`src/rtl/alm_ofifo.sv`:
```
`default_nettype none

module alm_ofifo #(
    parameter int WIDTH = 32,
    parameter int DEPTH = 3
) (
    input  wire logic                       clk,
    input  wire logic                       rst_n,
    input  wire logic                       push,
    input  wire logic [WIDTH-1:0]           push_data,
    input  wire logic                       pop_ready,
    output logic                            head_valid,
    output logic      [WIDTH-1:0]           head_data,
    output logic      [$clog2(DEPTH+1)-1:0] count
);

    localparam int PTR_W = (DEPTH > 1) ? $clog2(DEPTH) : 1;
    localparam int CNT_W = $clog2(DEPTH + 1);
    localparam logic [PTR_W-1:0] LAST_PTR = PTR_W'(DEPTH - 1);

    logic [WIDTH-1:0] mem_reg [DEPTH];
    logic [PTR_W-1:0] wr_ptr_reg;
    logic [PTR_W-1:0] rd_ptr_reg;
    logic [CNT_W-1:0] count_reg;
    logic [CNT_W-1:0] count_next;
    logic             pop;

    assign head_valid = (count_reg != '0);
    assign head_data  = mem_reg[rd_ptr_reg];
    assign count      = count_reg;
    assign pop        = head_valid && pop_ready;

    always_comb
    begin
        count_next = count_reg;
        if (push && !pop)
        begin
            count_next = count_reg + CNT_W'(1);
        end
        else if (pop && !push)
        begin
            count_next = count_reg - CNT_W'(1);
        end
    end

    always_ff @(posedge clk or negedge rst_n)
    begin
        if (!rst_n)
        begin
            wr_ptr_reg <= '0;
            rd_ptr_reg <= '0;
            count_reg  <= '0;
        end
        else
        begin
            count_reg <= count_next;
            if (push)
            begin
                wr_ptr_reg <= (wr_ptr_reg == LAST_PTR) ? '0 : wr_ptr_reg + PTR_W'(1);
            end
            if (pop)
            begin
                rd_ptr_reg <= (rd_ptr_reg == LAST_PTR) ? '0 : rd_ptr_reg + PTR_W'(1);
            end
        end
    end

    always_ff @(posedge clk)
    begin
        if (push)
        begin
            mem_reg[wr_ptr_reg] <= push_data;
        end
    end

    a_no_overflow: assert property (@(posedge clk) disable iff (!rst_n)
        push |-> (count_reg < CNT_W'(DEPTH) || pop))
        else $error("result pushed into a full output queue");

    a_count_up: assert property (@(posedge clk) disable iff (!rst_n)
        (push && !pop) |=> (count_reg == $past(count_reg) + CNT_W'(1)))
        else $error("output queue count lost a push");

endmodule

`default_nettype wire

```
`config.mk`:
```
export PLATFORM = sky130hd
export DESIGN_NAME = alm_ofifo
export DESIGN_NICKNAME = d
export VERILOG_FILES = /design/src/rtl/alm_ofifo.sv
export SDC_FILE = /design/constraint.sdc
export NUM_CORES = 1
export LEC_CHECK = 0
export ABC_CLOCK_PERIOD_IN_PS = 6550
export BUFFER_PORTS_ARGS = -buffer_cell sky130_fd_sc_hd__buf_2
export CELL_PAD_IN_SITES_DETAIL_PLACEMENT = 2
export CELL_PAD_IN_SITES_GLOBAL_PLACEMENT = 2
export CORE_MARGIN = 2
export CORE_UTILIZATION = 40
export DETAILED_ROUTE_END_ITERATION = 10
export PLACE_DENSITY_LB_ADDON = 0.1
export SYNTH_ARGS = -nofsm -noshare
export SYNTH_HDL_FRONTEND = slang
export SYNTH_SLANG_ARGS = --single-unit
```
`constraint.sdc`:
```
create_clock -name clk -period 6.55 [get_ports clk]
set_input_delay 0.9825 -clock clk [delete_from_list [all_inputs] [get_ports clk]]
set_output_delay 0.9825 -clock clk [all_outputs]
set_load 0.02 [all_outputs]
```
# --- After elaboration in Yosys (flattened, before gate mapping) ---
# Memories as Yosys holds them, arrays and structs flattened.
# Index checks and enable logic that the tools add are counted.
totals:
  reg_bits: 6
  ramBits: 96
  in_bits: 36
  out_inout_bits: 35
  n_memories: 1
mem_list:
  columns: ["name", "words", "word_bits", "rd", "rd_ports_with_merged_regs", "write_ports", "line", "rtl"]
  rows:
  - ["mem_reg", 3, 32, 1, 0, 1, "21", "logic [WIDTH-1:0] mem_reg [DEPTH];"]
op_classes:
  n_addsub: 4
  eq_ne: 2
  mux: 6
  reduce_logical: 7
ops:
  columns: ["cell", "count"]
  rows:
  - ["$mux 2", 4]
  - ["$add 2x1->2 const B", 3]
  - ["$eq 2x2->1 const B", 2]
  - ["$reduce_bool 2->1", 2]
  - ["$logic_and 1x1->1", 3]
  - ["$logic_not 1->1", 2]
  - ["$mux 1", 2]
  - ["$sub 2x1->2 const B", 1]

# --- Longest topological paths before layout ---
logic_depth:
  word_depth: 5
  ltp_mapped: 5
  mapped_depth_nobuf: 5

# --- Worst setup path before layout ---
# Ideal clock, no wire load.
synth_timing:
  path_type: "in2reg"
  from: "input push"
  to: "memory mem_reg[2][0] (enable)"
  setup_time_ns: 0.468
  arrival_ns: 3.424
  slack_ns: 2.658
  path_stages: 2
  n_path_buf: 0
  path_cell_list: "inv_1 -> nor3b_1"
synth_between:
  elab_chain_len: 2
synth_lines:
  columns: ["element", "line", "rtl"]
  rows:
  - ["from (decl)", "9", "input wire logic push,"]
  - ["$mux 1", "70", "if (push)"]
  - ["$mux 1 (not written as such)", "72", "mem_reg[wr_ptr_reg] <= push_data;"]
  - ["to (decl)", "21", null]
# No other way between the ends.

# --- Final worst setup path ---
layout_timing:
  from: "register rd_ptr_reg[0]"
  to: "output head_data[21]"
layout_between:
  elab_chain_len: 1
layout_lines:
  columns: ["element", "line", "rtl"]
  rows:
  - ["from (decl)", "23", "logic [PTR_W-1:0] rd_ptr_reg;"]
  - ["from (signal assigned)", "63", "rd_ptr_reg <= (rd_ptr_reg == LAST_PTR) ? '0 : rd_ptr_reg + PTR_W'(1);"]
  - ["$mem_v2 3x32", null, null]
  - ["to (decl)", "13", "output logic [WIDTH-1:0] head_data,"]
# No other way between the ends.

==> summary.txt <==
Yosys
  • FF+latch count, synth: 102
  • Yosys Warn Count: 0
  • Synthesized cell area: 0.003862 sq mm
  • Register area share after synthesis: 78.52%
  • Post-Synthesis Cells: 228
  • Cell variety after synth: 22
  • Post-Syn Nets: 265
  • Mean Syn Cell Area: 16.94 sq um

STA
  • Min Tclk post-route: 3.055 ns
  • Fmax: 327.3 MHz
  • Fin. max-slew vios: 0
  • Period utilisation layout: 46.65%
  • Skew final: 0.01031 ns
  • Setup violations, final: 0
  • Setup total negative slack: 0 ns
  • RSZ-0062 raised after global routing: false
  • Final worst slack: 3.495 ns
  • Relative slew margins: 24.40%
  • Worst-Margin Slew: 1.134 ns
  • Hold Vio Cnt, Final: 0

CTS
  • Worst-Skew Late Latency: 0.35 ns
  • CTS sink cnt: 102
  • # hold bufs at CTS: 0
  • Maximum clock path buffer count: 2
  • CTS Root Cell: clkbuf_8
  • Clock-pin slew on the worst setup and hold paths: 0.10 ns
  • Post-CTS sizing: 0
  • CTS tree: yes
  • H-tree Lvls: 3
  • CTS Buf Count: 9
  • Setup bufs post-CTS: 0

Power
  • Pwr dens: 448.9 mW/mm^2
  • Max VDD drop: 0.1656 mV
  • Leakage: 1.672 nW
  • Power consumption: 2.035 mW

Placement
  • Post-DP Area: 0.004312 sq mm
  • IO buf count: 70
  • HPWL Detailed: 4.730 mm
  • Pre-CTS setup slack: 3.785 ns
  • GPL Wtd Cong: 0.6625

Critical path
  • WP data required: 5.57 ns
  • R2R Path Start: wr_ptr_reg[1]$_DFFE_PN0P_
  • Crit Path Max Fanout: 35
  • Critical Path Start Type: flop
  • CP Data Arrival Time: 2.07 ns
  • Worst path bufs/invs: 1
  • CP peak stage delay: 1.07 ns
  • Crit path launch: rd_ptr_reg[0]$_DFFE_PN0P_
  • Cell family with most CP delay: flip-flops
  • CP Capture Type: primary output
  • Critical path's slowest cell: dfrtp_2
  • Worst path cell trace: mux2i_1 > o21ai_1 > buf_2
  • Critical path type: flop to primary output

Route
  • Total number of vias: 2102
  • Vias per cell: 4.832
  • Wire per inst: 17.07 um
  • Pre-antenna DRT Iters: 4
  • Initial DRC Count: 81
  • Wirelength, routed: 7.426 mm
  • Post-route DRC: 0
  • Post-route ant nets: 0

Layout
  • Design area: 0.004533 sq mm
  • Fill cells: 920
  • Max reg flops: 96
  • Footprint of the multi-input gates: 738.2 sq um
  • Nets: 338
  • Share of cells above drive strength 1: 31.05%
  • Layout area overhead: 17.36%
  • FF/Latch Area: 0.003035 sq mm
  • Antenna fix cells: 0

GRT
  • Largest net degree at the start of global routing: 68
  • GRT Util Overall: 15.07%
  • First-pass GRT wire length: 11.49 mm
  • Initial antenna violation count: 0
  • Total grt overflow: 0
  • Vias in the first global route: 2214

Outcome
  • Outcome: finished clean

Die
  • Top Ports: 71
  • Die Ht: 102.3 um
  • Die area: 0.01046 sq mm
  • Core area: 0.009284 sq mm
  • Die Wd: 102.3 um
  • Row cnt: 35
  • Starting density of the core: 41.60%

Hold path
  • HP Class: primary input to asynchronous set/reset pin

Job
  • Max cap viols: 0
## stage by stage
stage                     utilization (%)  instances  hold slack [ns]
after detailed placement            46.44        419           0.5609
final                               48.83        435           0.4364
after CTS                           48.83        435           0.4268
after global placement              46.44        419           0.5250
after floorplan                         -        228           0.4883
after global routing                48.83        435           0.4299
## power by group
part	internal [mW]	leakage (nW)	total [mW]	switching, mW
clock network	0.218	0.107	0.428	0.210
logic	0.237	0.608	0.618	0.381
registers	0.839	0.957	0.989	0.150
total	1.29	1.67	2.03	0.741
## Yosys cell counts
cell      number  area share, %
edfxtp_1      96             75
nand2_1       34            3.3
mux2i_1       32            8.3
o21ai_1       28            3.6
dfrtp_1        6            3.9
o21ai_0        5           0.65
a21o_1         3           0.58
buf_12         3            1.6
buf_2          3           0.39
clkbuf_1       3           0.29
nor2_1         2           0.19
nor3_1         2           0.26
xor2_1         2           0.45
buf_4          1           0.19
buf_6          1           0.29
ha_1           1           0.32
inv_1          1          0.097
nand2b_1       1           0.16
nor3b_1        1           0.19
o21ai_2        1           0.23
or2_2          1           0.16
xnor2_1        1           0.23
## metal layers
metal | routed length, um | part of all wire, % | vias to the layer above | global-route usage, %
met5 | 0 | 0 | - | 0
met4 | 93 | 1.3 | 0 | 5.538
met3 | 297 | 4.0 | 10 | 3.215
met2 | 3897 | 52 | 45 | 26.82
met1 | 3138 | 42 | 1053 | 18.04
li1 | - | - | 994 | -
## worst reg2reg max path: cells and delay by family (launching register included)
family                 cells  cell delay [ns]
AND/OR/NAND/NOR            1             0.73
flip-flops                 1             0.45
buffers and inverters      1             0.46
## cells in the final DEF (no fill, tap or decap)
master / count
nand2b_1: 1
dfrtp_1: 4
clkinvlp_4: 1
a21o_1: 3
o21ai_1: 28
o21ai_0: 5
nor2_4: 1
ha_1: 1
bufinv_16: 2
inv_6: 1
clkbuf_8: 9
xnor2_1: 1
mux2i_1: 32
nor3_1: 1
nor3_2: 1
inv_1: 1
nor2_1: 1
edfxtp_1: 96
nor3b_2: 1
nand2_1: 34
buf_2: 70
buf_4: 3
dfrtp_2: 2
clkbuf_1: 1
xor2_1: 2
o21ai_2: 1
or2_2: 1
clkinv_4: 2
## worst paths after layout
kind | endpoint | slack [ns] | depth (start not counted)
max in group asynchronous | rd_ptr_reg[0]$_DFFE_PN0P_ | 5.94 | 1
min in group clk | count[1]$_DFFE_PN0P_ | 0.58 | 1
worst max register to register | mem_reg[2][25]$_DFFE_PP_ | 4.57 | 2
worst min register to register | count[1]$_DFFE_PN0P_ | 0.58 | 1
worst min-delay path | count[1]$_DFFE_PN0P_ | 0.44 | 1
worst max-delay path | head_data[21] | 3.49 | 3
## area by class of cell
type / count / area share (%)
inverters: 1 / 0.08280
flip-flops and latches: 102 / 66.96
clock buffers: 10 / 2.815
repair buffers: 73 / 8.225
clock inverters: 6 / 2.070
multi-input cells: 114 / 16.28
well taps: 129 / 3.561
## logic make-up after synthesis
| logic type | count (synthesis) | synth area share [%] |
|---|---|---|
| AO/OA/AOI/OAI | 37 | 5.086 |
| buffers and inverters | 12 | 2.818 |
| XOR/XNOR | 3 | 0.6804 |
| adder cells (fa/ha/maj) | 1 | 0.3239 |
| flip-flops | 102 | 78.52 |
| multiplexers | 32 | 8.293 |
| AND/OR/NAND/NOR | 41 | 4.276 |
Note: power is estimated with default switching activity, not from simulation.
